## src/hdl/scasc_pkg.sv

```systemverilog
// ----------------------------------------------------------------------------
// Scancode set-1 to ASCII package
// Item codes, modifier scancodes, US key tables and item field layout.
// ----------------------------------------------------------------------------
package scasc_pkg;

   // Item kinds carried on req_tuser.
   localparam logic OP_SCAN = 1'b0;
   localparam logic OP_READ = 1'b1;

   localparam int SCAN_W      = 8;
   localparam int CHAR_W      = 7;
   localparam int REQ_TDATA_W = 8;
   localparam int RSP_TDATA_W = 16;

   // Result field positions inside rsp_tdata.
   localparam int RSP_CHAR_LSB   = 0;
   localparam int RSP_DROP_BIT   = 7;
   localparam int RSP_SHIFT_BIT  = 8;
   localparam int RSP_CTRL_BIT   = 9;
   localparam int RSP_ALT_BIT    = 10;

   // Modifier make and break codes.
   localparam logic [SCAN_W-1:0] SC_LSHIFT_MAKE  = 8'h2A;
   localparam logic [SCAN_W-1:0] SC_RSHIFT_MAKE  = 8'h36;
   localparam logic [SCAN_W-1:0] SC_LSHIFT_BREAK = 8'hAA;
   localparam logic [SCAN_W-1:0] SC_RSHIFT_BREAK = 8'hB6;
   localparam logic [SCAN_W-1:0] SC_CTRL_MAKE    = 8'h1D;
   localparam logic [SCAN_W-1:0] SC_CTRL_BREAK   = 8'h9D;
   localparam logic [SCAN_W-1:0] SC_ALT_MAKE     = 8'h38;
   localparam logic [SCAN_W-1:0] SC_ALT_BREAK    = 8'hB8;
   localparam int                BREAK_BIT       = 7;

   localparam int MAP_LEN = 59;
   localparam int MAP_IDX_W = 6;

   localparam logic [CHAR_W-1:0] PLAIN_MAP [MAP_LEN] = '{
      7'h00, 7'h00, 7'h31, 7'h32, 7'h33, 7'h34, 7'h35, 7'h36, 7'h37, 7'h38,
      7'h39, 7'h30, 7'h2D, 7'h3D, 7'h00,
      7'h00, 7'h71, 7'h77, 7'h65, 7'h72, 7'h74, 7'h79, 7'h75, 7'h69, 7'h6F,
      7'h70, 7'h5B, 7'h5D, 7'h0A,
      7'h00, 7'h61, 7'h73, 7'h64, 7'h66, 7'h67, 7'h68, 7'h6A, 7'h6B, 7'h6C,
      7'h3B, 7'h27, 7'h60,
      7'h00, 7'h5C, 7'h7A, 7'h78, 7'h63, 7'h76, 7'h62, 7'h6E, 7'h6D, 7'h2C,
      7'h2E, 7'h2F, 7'h00,
      7'h2A, 7'h00, 7'h20, 7'h00
   };

   localparam logic [CHAR_W-1:0] UPPER_MAP [MAP_LEN] = '{
      7'h00, 7'h00, 7'h21, 7'h40, 7'h23, 7'h24, 7'h25, 7'h5E, 7'h26, 7'h2A,
      7'h28, 7'h29, 7'h5F, 7'h2B, 7'h00,
      7'h00, 7'h51, 7'h57, 7'h45, 7'h52, 7'h54, 7'h59, 7'h55, 7'h49, 7'h4F,
      7'h50, 7'h7B, 7'h7D, 7'h0A,
      7'h00, 7'h41, 7'h53, 7'h44, 7'h46, 7'h47, 7'h48, 7'h4A, 7'h4B, 7'h4C,
      7'h3A, 7'h22, 7'h7E,
      7'h00, 7'h7C, 7'h5A, 7'h58, 7'h43, 7'h56, 7'h42, 7'h4E, 7'h4D, 7'h3C,
      7'h3E, 7'h3F, 7'h00,
      7'h2A, 7'h00, 7'h20, 7'h00
   };

   // Maps a make code to its character; zero means the key yields nothing.
   function automatic logic [CHAR_W-1:0] map_char(input logic [SCAN_W-1:0] code,
                                                  input logic              upper);
      logic [MAP_IDX_W-1:0] idx;
      logic [CHAR_W-1:0]    ch;
      idx = code[MAP_IDX_W-1:0];
      ch  = '0;
      if (code < SCAN_W'(MAP_LEN)) begin
         ch = upper ? UPPER_MAP[idx] : PLAIN_MAP[idx];
      end
      return ch;
   endfunction

endpackage

```

## src/hdl/scasc_ram.sv

```systemverilog
// ----------------------------------------------------------------------------
// Generic single-port-write RAM
// One write port and one read port with registered read data.
// ----------------------------------------------------------------------------
module scasc_ram #(
   parameter int WIDTH = 7,
   parameter int DEPTH = 256
) (
   input  logic                     clock,
   input  logic                     wr_en,
   input  logic [$clog2(DEPTH)-1:0] wr_addr,
   input  logic [WIDTH-1:0]         wr_data,
   input  logic                     rd_en,
   input  logic [$clog2(DEPTH)-1:0] rd_addr,
   output logic [WIDTH-1:0]         rd_data
);

   logic [WIDTH-1:0] mem_ff [DEPTH];
   logic [WIDTH-1:0] rd_data_ff;

   always_ff @(posedge clock) begin
      if (wr_en) begin
         mem_ff[wr_addr] <= wr_data;
      end
      if (rd_en) begin
         rd_data_ff <= mem_ff[rd_addr];
      end
   end

   assign rd_data = rd_data_ff;

endmodule

```

## src/hdl/scancode_set1_to_ascii_fifo_unit.sv

```systemverilog
// ----------------------------------------------------------------------------
// Scancode set-1 to ASCII FIFO unit
// Decodes US set-1 scancodes into characters, tracks shift, ctrl and alt,
// and buffers characters in a RAM-based ring buffer read by request items.
// ----------------------------------------------------------------------------
//  Channel  Direction  Payload
//  req_     in         tuser: op; tdata: scan_byte
//  rsp_     out        tuser: got_char; tdata: char_code, dropped, shift_held,
//                      ctrl_held, alt_held
//
// One item per cycle while rsp_tready stays high; a result passes through
// the read stage, whose RAM read is registered at the accepting edge, and
// then loads into the output register once that register is free.
// Synchronous reset clears the modifier flags, both pointers and the pipeline;
// the character RAM is not cleared, since only written entries are ever read.
// While rsp_tready is low the output register holds its item, one more item
// is taken into the read stage, and then req_tready drops.
// ----------------------------------------------------------------------------
module scancode_set1_to_ascii_fifo_unit #(
   parameter int FIFO_DEPTH = 256
) (
   input  logic                               clock,
   input  logic                               reset,
   input  logic                               req_tvalid,
   output logic                               req_tready,
   input  logic                               req_tuser,   // [0] op
   input  logic [scasc_pkg::REQ_TDATA_W-1:0]  req_tdata,   // [7:0] scan_byte
   output logic                               rsp_tvalid,
   input  logic                               rsp_tready,
   output logic                               rsp_tuser,   // [0] got_char
   // [6:0] char_code, [7] dropped, [8] shift_held, [9] ctrl_held,
   // [10] alt_held, [15:11] zero
   output logic [scasc_pkg::RSP_TDATA_W-1:0]  rsp_tdata
);

   localparam int PTR_W = $clog2(FIFO_DEPTH);
   localparam int CW    = scasc_pkg::CHAR_W;

   // Architectural state.
   logic             shift_ff, shift_in;
   logic             ctrl_ff, ctrl_in;
   logic             alt_ff, alt_in;
   logic [PTR_W-1:0] wr_ptr_ff, wr_ptr_in;
   logic [PTR_W-1:0] rd_ptr_ff, rd_ptr_in;

   // Read stage, waiting on the RAM read data.
   logic s1_valid_ff, s1_valid_in;
   logic s1_pop_ff, s1_drop_ff, s1_shift_ff, s1_ctrl_ff, s1_alt_ff;

   // Output register.
   logic          out_valid_ff, out_valid_in;
   logic          out_got_ff;
   logic [CW-1:0] out_char_ff;
   logic          out_drop_ff, out_shift_ff, out_ctrl_ff, out_alt_ff;

   logic                              accept, out_free, out_load;
   logic                              is_read, is_mod, push, pop, drop;
   logic [scasc_pkg::SCAN_W-1:0]      code;
   logic [CW-1:0]                     ch;
   logic [PTR_W-1:0]                  wr_next, rd_next;
   logic [CW-1:0]                     ram_rd_data;

   assign out_free   = !out_valid_ff || rsp_tready;
   assign out_load   = s1_valid_ff && out_free;
   assign req_tready = !s1_valid_ff || out_free;
   assign accept     = req_tvalid && req_tready;

   assign is_read = (req_tuser == scasc_pkg::OP_READ);
   assign code    = req_tdata[scasc_pkg::SCAN_W-1:0];
   assign wr_next = (wr_ptr_ff == PTR_W'(FIFO_DEPTH - 1)) ? '0 : wr_ptr_ff + 1'b1;
   assign rd_next = (rd_ptr_ff == PTR_W'(FIFO_DEPTH - 1)) ? '0 : rd_ptr_ff + 1'b1;

   always_comb begin
      shift_in = shift_ff;
      ctrl_in  = ctrl_ff;
      alt_in   = alt_ff;
      is_mod   = 1'b1;
      case (code)
         scasc_pkg::SC_LSHIFT_MAKE,
         scasc_pkg::SC_RSHIFT_MAKE:  shift_in = 1'b1;
         scasc_pkg::SC_LSHIFT_BREAK,
         scasc_pkg::SC_RSHIFT_BREAK: shift_in = 1'b0;
         scasc_pkg::SC_CTRL_MAKE:    ctrl_in  = 1'b1;
         scasc_pkg::SC_CTRL_BREAK:   ctrl_in  = 1'b0;
         scasc_pkg::SC_ALT_MAKE:     alt_in   = 1'b1;
         scasc_pkg::SC_ALT_BREAK:    alt_in   = 1'b0;
         default:                    is_mod   = 1'b0;
      endcase
      if (!accept || is_read) begin
         shift_in = shift_ff;
         ctrl_in  = ctrl_ff;
         alt_in   = alt_ff;
      end
   end

   // Break codes and codes past the table give no character.
   assign ch = code[scasc_pkg::BREAK_BIT] ? '0 : scasc_pkg::map_char(code, shift_ff);

   assign push = accept && !is_read && !is_mod && (ch != '0) && (wr_next != rd_ptr_ff);
   assign drop = accept && !is_read && !is_mod && (ch != '0) && (wr_next == rd_ptr_ff);
   assign pop  = accept && is_read && (wr_ptr_ff != rd_ptr_ff);

   assign wr_ptr_in = push ? wr_next : wr_ptr_ff;
   assign rd_ptr_in = pop  ? rd_next : rd_ptr_ff;

   always_comb begin
      s1_valid_in = s1_valid_ff;
      if (accept) begin
         s1_valid_in = 1'b1;
      end else if (out_load) begin
         s1_valid_in = 1'b0;
      end
      out_valid_in = out_valid_ff;
      if (out_load) begin
         out_valid_in = 1'b1;
      end else if (rsp_tready) begin
         out_valid_in = 1'b0;
      end
   end

   // Pops only touch entries written in an earlier cycle, so a write and a
   // read of the same entry never meet in one cycle.
   scasc_ram #(
      .WIDTH (CW),
      .DEPTH (FIFO_DEPTH)
   ) u_char_ram (
      .clock   (clock),
      .wr_en   (push),
      .wr_addr (wr_ptr_ff),
      .wr_data (ch),
      .rd_en   (pop),
      .rd_addr (rd_ptr_ff),
      .rd_data (ram_rd_data)
   );

   always_ff @(posedge clock) begin
      if (reset) begin
         shift_ff     <= 1'b0;
         ctrl_ff      <= 1'b0;
         alt_ff       <= 1'b0;
         wr_ptr_ff    <= '0;
         rd_ptr_ff    <= '0;
         s1_valid_ff  <= 1'b0;
         out_valid_ff <= 1'b0;
      end else begin
         shift_ff     <= shift_in;
         ctrl_ff      <= ctrl_in;
         alt_ff       <= alt_in;
         wr_ptr_ff    <= wr_ptr_in;
         rd_ptr_ff    <= rd_ptr_in;
         s1_valid_ff  <= s1_valid_in;
         out_valid_ff <= out_valid_in;
      end
   end

   always_ff @(posedge clock) begin
      if (accept) begin
         s1_pop_ff   <= pop;
         s1_drop_ff  <= drop;
         s1_shift_ff <= shift_in;
         s1_ctrl_ff  <= ctrl_in;
         s1_alt_ff   <= alt_in;
      end
      if (out_load) begin
         out_got_ff   <= s1_pop_ff;
         out_char_ff  <= s1_pop_ff ? ram_rd_data : '0;
         out_drop_ff  <= s1_drop_ff;
         out_shift_ff <= s1_shift_ff;
         out_ctrl_ff  <= s1_ctrl_ff;
         out_alt_ff   <= s1_alt_ff;
      end
   end

   assign rsp_tvalid = out_valid_ff;
   assign rsp_tuser  = out_got_ff;
   assign rsp_tdata  = {5'b0, out_alt_ff, out_ctrl_ff, out_shift_ff, out_drop_ff, out_char_ff};

endmodule

```

## config.mk

```make
export PLATFORM = sky130hd
export DESIGN_NAME = scancode_set1_to_ascii_fifo_unit
export DESIGN_NICKNAME = d
export VERILOG_FILES = /design/src/hdl/scasc_pkg.sv /design/src/hdl/scasc_ram.sv /design/src/hdl/scancode_set1_to_ascii_fifo_unit.sv
export SDC_FILE = /design/constraint.sdc
export NUM_CORES = 2
export LEC_CHECK = 0
export BUFFER_PORTS_ARGS = -buffer_cell sky130_fd_sc_hd__clkbuf_2
export CORE_MARGIN = 2
export CORE_UTILIZATION = 40
export DETAILED_ROUTE_END_ITERATION = 16
export GPL_TIMING_DRIVEN = 1
export PLACE_DENSITY = 0.58
export SLEW_MARGIN = 20
export SYNTH_ARGS = -nofsm -noshare
export SYNTH_HDL_FRONTEND = slang
export SYNTH_SLANG_ARGS = --single-unit
```

## constraint.sdc

```tcl
create_clock -name clock -period 22.5 [get_ports clock]
set_input_delay 3.375 -clock clock [delete_from_list [all_inputs] [get_ports clock]]
set_output_delay 3.375 -clock clock [all_outputs]
set_load 0.1 [all_outputs]
```

Yosys cells after proc, flatten, opt, wreduce, memory -nomap -nowiden
Memories as Yosys holds them, arrays and structs flattened. A register that Yosys moved wholly into a read port is not among the register bits.
Index checks and enable logic that the tools add are counted.
- register bits: 38
- output and inout port bits: 19
- memories: 3
- bits in read-only memories: 896
- bits in writable memories: 1792
- input port bits: 13
- equality and inequality tests: 13
- reduce and logical (&&, ||, !) cells: 23
- $add $sub $neg: 2
- mux-type cells: 22
- $lt $le $gt $ge: 2
- bitwise gates (word level): 1
- memory list (name ; depth ; width ; read ports ; clocked after memory_dff ; write ports ; line ; text):
    u_char_ram.mem_ff ; 256 ; 7 ; 1 ; 1 ; 1 ; scasc_ram.sv:18 ; logic [WIDTH-1:0] mem_ff [DEPTH];
    (name not given) ; 64 ; 7 ; 1 ; 0 ; 0 ; scasc_pkg.sv:69 ; ch = upper ? UPPER_MAP[idx] : PLAIN_MAP[idx];
    (name not given) ; 64 ; 7 ; 1 ; 0 ; 0 ; scasc_pkg.sv:69 ;
- operators with widths (operator ; number):
    two-way mux 7 bit ; 7
    == test 8 bit, second input constant ; 6
    == test 8 x 6 -> 1 bit, second input constant ; 3
    adder 8 x 1 -> 8 bit, second input constant ; 2
    two-way mux 8 bit ; 2
    inequality test 8 bit ; 2
    two-way mux 1 bit ; 10
    logical AND 1 bit ; 9
    == test 8 x 5 -> 1 bit, second input constant ; 1
    == test 8 bit ; 1
    less-than comparator 8 x 6 -> 1 bit, second input constant ; 1
    OR reduction 8 bit ; 1
    greater-or-equal comparator 7 bit, second input constant ; 1
    NOT 6 -> 7 bit ; 1
    nonzero test 7 bit ; 1
    case mux 1 bit (2 select lines) ; 3
    logical NOT 1 bit ; 5
    nonzero test 2 bit ; 2
    OR reduction 2 bit ; 2
    logical OR 1 bit ; 3

Logic depth before layout (Yosys ltp)
- depth in word-level cells: 12
- depth in mapped cells: 16
- gate-level depth less buffers: 10

By module
A second synthesis with hierarchy kept.
- cells, all modules: 3768
- area total of the unflattened synthesis: 73543.0 µm²
- by module, submodules not included (module ; area an instance (µm²) ; cells each ; instances ; sequential area each (µm²)):
    scasc_ram ; 70267.4 ; 3381 ; 1 ; 54021.8
    scancode_set1_to_ascii_fifo_unit ; 3275.6 ; 387 ; 1 ; 930.9

Least setup slack after synthesis
OpenSTA, ideal clock, no wires.
- kind: input port to flip-flop
- from: input port req_tdata[1] (netlist name)
- to: memory u_char_ram.mem_ff[103][0] (enable)
- path slack: 5.138 ns
- stages: 14
- setup time: 0.390 ns
- arrival: 16.972 ns
- data required time: 22.110 ns
- path through: clkbuf_1 inv_1 ha_1 and3_1 a21oi_1 o21ai_0 nor3b_1 nor2_1 nor4b_4 or3_1 buf_4 buf_6 buf_6 nor4_1
- word-level cells in the longest chain between the ends: 12
- elaborated cells between the ends (all ways): 28
- classes of those cells: 1 x order compare; 8 x eq/ne; 10 x mux; 1 x bitwise; 6 x reduce/logical; 2 x memory
- RTL lines (what ; line ; text):
    start, declared ; scancode_set1_to_ascii_fifo_unit.sv:27 ; input logic [scasc_pkg::REQ_TDATA_W-1:0] req_tdata,
    NOT 6 -> 7 bit (not written as such) ; scasc_pkg.sv:69 ;
    memory (64 x 7 bit) ; n/a ;
    two-way mux 7 bit (not written as such) (2 in a row) ; scasc_pkg.sv:69 ;
    two-way mux 7 bit ; scasc_pkg.sv:69 ;
    two-way mux 7 bit (*) ; scasc_pkg.sv:68 ; if (code < SCAN_W'(MAP_LEN)) begin
    two-way mux 7 bit (*) ; scancode_set1_to_ascii_fifo_unit.sv:97 ; assign ch = code[scasc_pkg::BREAK_BIT] ? '0 : scasc_pkg::map_char(code, shift_ff);
    via ch[6] ; scancode_set1_to_ascii_fifo_unit.sv:59 ; logic [CW-1:0] ch;
    nonzero test 7 bit (*) ; scancode_set1_to_ascii_fifo_unit.sv:99 ; assign push = accept && !is_read && !is_mod && (ch != '0) && (wr_next != rd_ptr_ff);
    logical AND 1 bit (*) (2 in a row) ; scancode_set1_to_ascii_fifo_unit.sv:99 ;
    two-way mux 1 bit (*) ; scasc_ram.sv:22 ; if (wr_en) begin
    two-way mux 1 bit (not written as such) (*) ; scasc_ram.sv:23 ; mem_ff[wr_addr] <= wr_data;
    end, declared ; scasc_ram.sv:18 ;
The timed path passes the listed nets; every way through them passes the cells marked *. The select of a mux whose other input is x is not followed.

Final worst setup path
- from: input port req_tdata[1] (netlist name)
- to: memory u_char_ram.mem_ff[180][0] (enable)
- word-level cells in the longest chain between the ends: 12
- elaborated cells between the ends (all ways): 28
- classes of those cells: 1 x order compare; 8 x eq/ne; 10 x mux; 1 x bitwise; 6 x reduce/logical; 2 x memory
- RTL lines (what ; line):
    NOT 6 -> 7 bit (not written as such) ; scasc_pkg.sv:69
    memory (64 x 7 bit) ; n/a
    two-way mux 7 bit (not written as such) (2 in a row) ; scasc_pkg.sv:69
    two-way mux 7 bit ; scasc_pkg.sv:69
    two-way mux 7 bit ; scasc_pkg.sv:68
    two-way mux 7 bit ; scancode_set1_to_ascii_fifo_unit.sv:97
    nonzero test 7 bit ; scancode_set1_to_ascii_fifo_unit.sv:99
    logical AND 1 bit (*) (2 in a row) ; scancode_set1_to_ascii_fifo_unit.sv:99
    two-way mux 1 bit (*) ; scasc_ram.sv:22
    two-way mux 1 bit (not written as such) (*) ; scasc_ram.sv:23
Every way passes the cells marked *; elsewhere a longest branch is shown, timed or not. The select of a mux whose other input is x is not followed.

==> run_results.csv <==
group,metric,value,unit
timing,finalCriticalPeriod,8610,ps
setup_path,worstSetupEndpointType,"register",
detailed_routing,drc,0,
global_routing,antenna_found_initial,2,
synthesis,yosysUniqueCellTypes,77,
synthesis,synthSimpleGateAreaFrac,0.0485,
placement,placed_cell_area,0.0777,mm2
timing,max_freq,0.116,GHz
run,drv_cap,0,
synthesis,synth_top_family_by_area,"multiplexers",
synthesis,synth_area_leaders,"edfxtp_1 73%, mux4_2 17%, nor4_2 2.2%",
timing,hold_ws,414,ps
detailed_routing,drtPass1Iterations,6,
cts,cts_sinks,1837,
timing,worst_slack,13890,ps
detailed_routing,first_iter_violations,4118,
final_layout,final_cell_area,0.0839,mm2
global_routing,grt_pass1_wl,269000,um
setup_path,worstPathRequired,23070,ps
detailed_routing,highest_layer,"met4",
timing,slew_headroom,0.209,
synthesis,synth_seq_cells,1837,
detailed_routing,routedWlPerCell,30.4,um
timing,layout_worst_path_cycle_share,0.383,
timing,worst_slew_pin_slew,1180,ps
timing,clock_skew,29.7,ps
timing,finalMaxSlewViolations,0,
cts,cts_tree,"done",
setup_path,reg2reg_depth,11,
floorplan,die_area,0.189,mm2
synthesis,syn_area_per_cell,21.8,um2
final_layout,finalNetCount,3534,
setup_path,arrival,9180,ps
floorplan,ios,32,
setup_path,cp_max_fo,67,
detailed_routing,drt_wl_total,186000,um
timing,hold_viol_final,0,
global_routing,grt_pass1_vias,36100,
synthesis,syn-cell-area,0.0743,mm2
placement,pre_cts_slack,12690,ps
cts,clock_path_buffers,3,
setup_path,critPathLaunchType,"input port",
final_layout,area_growth,12.9,%
detailed_routing,routed-via-count,36000,
power,p_per_area,84.8,mW/mm2
synthesis,synth_edf_count,1816,
setup_path,path_delay_family,"buffers and inverters",
final_layout,drive_gt1_frac,0.337,
synthesis,synthAdderAreaFrac,0.00286,
setup_path,crit_chain,"clkbuf_2, inv_1, ha_1, nand2b_1, or3b_1, o21a_1, a2111oi_2, o21bai_2, nor4b_4, or3_4, buf_4, buf_4, nor4_2, buf_2",
setup_path,path_buf_inv,5,
final_layout,final_cell_mix,"1,816 x edfxtp_1, 551 x mux4_2, 189 x clkbuf_16, 156 x nor4_2, 142 x buf_4",
cts,cts_buffers,187,
floorplan,rows,158,
setup_path,critPathMaxStageDelay,950,ps
placement,gp_congestion,0.851,
worst_hold_path,holdCritStartpoint,"s1_alt_ff",
setup_path,r2r_end,"u_char_ram.rd_data[5]",
detailed_routing,viasPerCell,5.86,
synthesis,ys.flop_type,"edfxtp_1",
setup_path,critPathKind,"in -> reg",
detailed_routing,drt-met1-wl,80000,um
power,p_leak,0.0253,uW
floorplan,start_util,0.402,
synthesis,netlist.area_leader.share,0.734,
power,peakVddDrop,0.0781,mV
floorplan,core,0.185,mm2
cts,cts_hold_buf,0,
setup_path,crit_top_cell,"buf_4",
placement,place_hpwl,108000,um
synthesis,muxShareOfSynthArea,0.171,
timing,setup_viol,0,
synthesis,yosysSeqAreaShare,0.739,
worst_hold_path,hold_depth,0,
worst_hold_path,hp-class,"reg -> reg",
synthesis,synthXorXnorAreaFrac,0.00271,
global_routing,grt.overflow.total,0,
synthesis,synth_warnings,0,
detailed_routing,ant_nets,0,
cts,path_clk_slew,60,ps
floorplan,die_w,435,um
cts,cts_root_buf,"clkbuf_16",
global_routing,grt_max_degree,200,
run_status,status,"finished clean",
detailed_routing,routed-wl-met2,90300,um
global_routing,grtUsageTotal,0.196,
detailed_routing,wl_met3,12100,um
timing,tns,0,ps
worst_hold_path,holdPathEnd,"out_alt_ff",
cts,htreeDepth,4,
cts,postCtsSetupBuffers,0,
synthesis,syn_inst,3409,
cts,cts_resized,0,
timing,rsz0062_at_grt,"no",
synthesis,synth_compound_area_frac,0.0163,
synthesis,synthArstFlopShare,0,
setup_path,slowest_stage,"or3_4",
cts,clkLatencyLatePin,820,ps
floorplan,fp.dieH,435,um
final_layout,final_common_cell,"edfxtp_1",
setup_path,timing.rr.start,"rd_ptr_ff[1]",
placement,portBuffers,26,
synthesis,synth_area_leader_cell,"edfxtp_1",
setup_path,r2r_slack,16060,ps
[worst max path at each step]
stage,endpoint,from,cells past startpoint
after floorplan,u_char_ram.mem_ff[103][0],req_tdata[1],14
after global placement,u_char_ram.mem_ff[230][1],req_tdata[2],13
after detailed placement,u_char_ram.mem_ff[180][1],req_tdata[2],13
after CTS,u_char_ram.mem_ff[180][0],req_tdata[2],13
after global routing,u_char_ram.mem_ff[228][2],req_tdata[2],13
final,u_char_ram.mem_ff[180][0],req_tdata[1],14
[where the power goes]
part	switching (uW)	leakage, uW	internal [uW]	total [uW]
Clock	1320	0.00295	1760	3080
Sequential	3.90	0.0174	3760	3770
Combinational	180	0.00497	82.7	263
Total	1500	0.0253	5610	7110
[area by class of cell]
class                   instances  area (um2)
well taps                    2480        3100
multi-input cells            1285       18400
fillers                     15400      101000
clock buffers                 233        4920
diodes                          1        2.50
flip-flops and latches       1837       55000
repair buffers                178        1350
clock inverters               113        1130
inverters                      15        56.3
[cells by family (layout without fill, tap and decap cells)]
family,after synthesis,in the layout
AOI/OAI and AO/OA,164,164
xor gates and xnor gates,23,23
adders and majority gates,17,17
buffers and inverters,291,539
DFF,1837,1837
muxes,583,583
other,1,6
and+or+nand+nor,493,493
[Yosys cell counts (all sizes together), types with 5 or more instances]
library cell and instances:
a211oi 6, a21oi 29, a221oi 15, a22o 11, a22oi 23, a31oi 5
and2 12, and3 5, buf 128, clkbuf 148, dfxtp 21, edfxtp 1816
ha 17, inv 15, mux2 15, mux2i 17, mux4 551, nand2 53
nand2b 19, nand3 24, nand4 6, nor2 63, nor2b 24, nor3 31
nor4 226, o211ai 5, o21ai 23, o221ai 7, or2 5, xnor2 10
xor2 13
[worst reg2reg max path, delay by kind of cell (launching register included)]
| kind | cells | cell delay [ps] |
|---|---|---|
| mux | 2 | 990 |
| compound gates | 4 | 1200 |
| buf+inv | 5 | 3410 |
| flops | 1 | 580 |
[stage by stage]
stage | std cells | utilization | power [uW]
floorplan | 3413 | - | 4030
global placement | 5789 | 0.419 | 4100
detailed placement | 5792 | 0.420 | 4110
CTS | 6138 | 0.453 | 7170
global route | 6142 | 0.454 | 7310
finish | 6142 | 0.454 | 7110
[sequential cells by signal, indices dropped and copies added (netlist names), 7 cells and up]
name / cells
wr_ptr_ff: 8
u_char_ram.rd_data: 7
u_char_ram.mem_ff: 1792
out_char_ff: 7
rd_ptr_ff: 8
[routing by layer]
layer | up-vias | global-route usage
li1 | 14800 | -
met1 | 19600 | 0.283
met3 | 231 | 0.0332
met4 | 0 | 0.0521
met5 | - | 0
met2 | 1316 | 0.308
(Power assumes the default switching activity.)
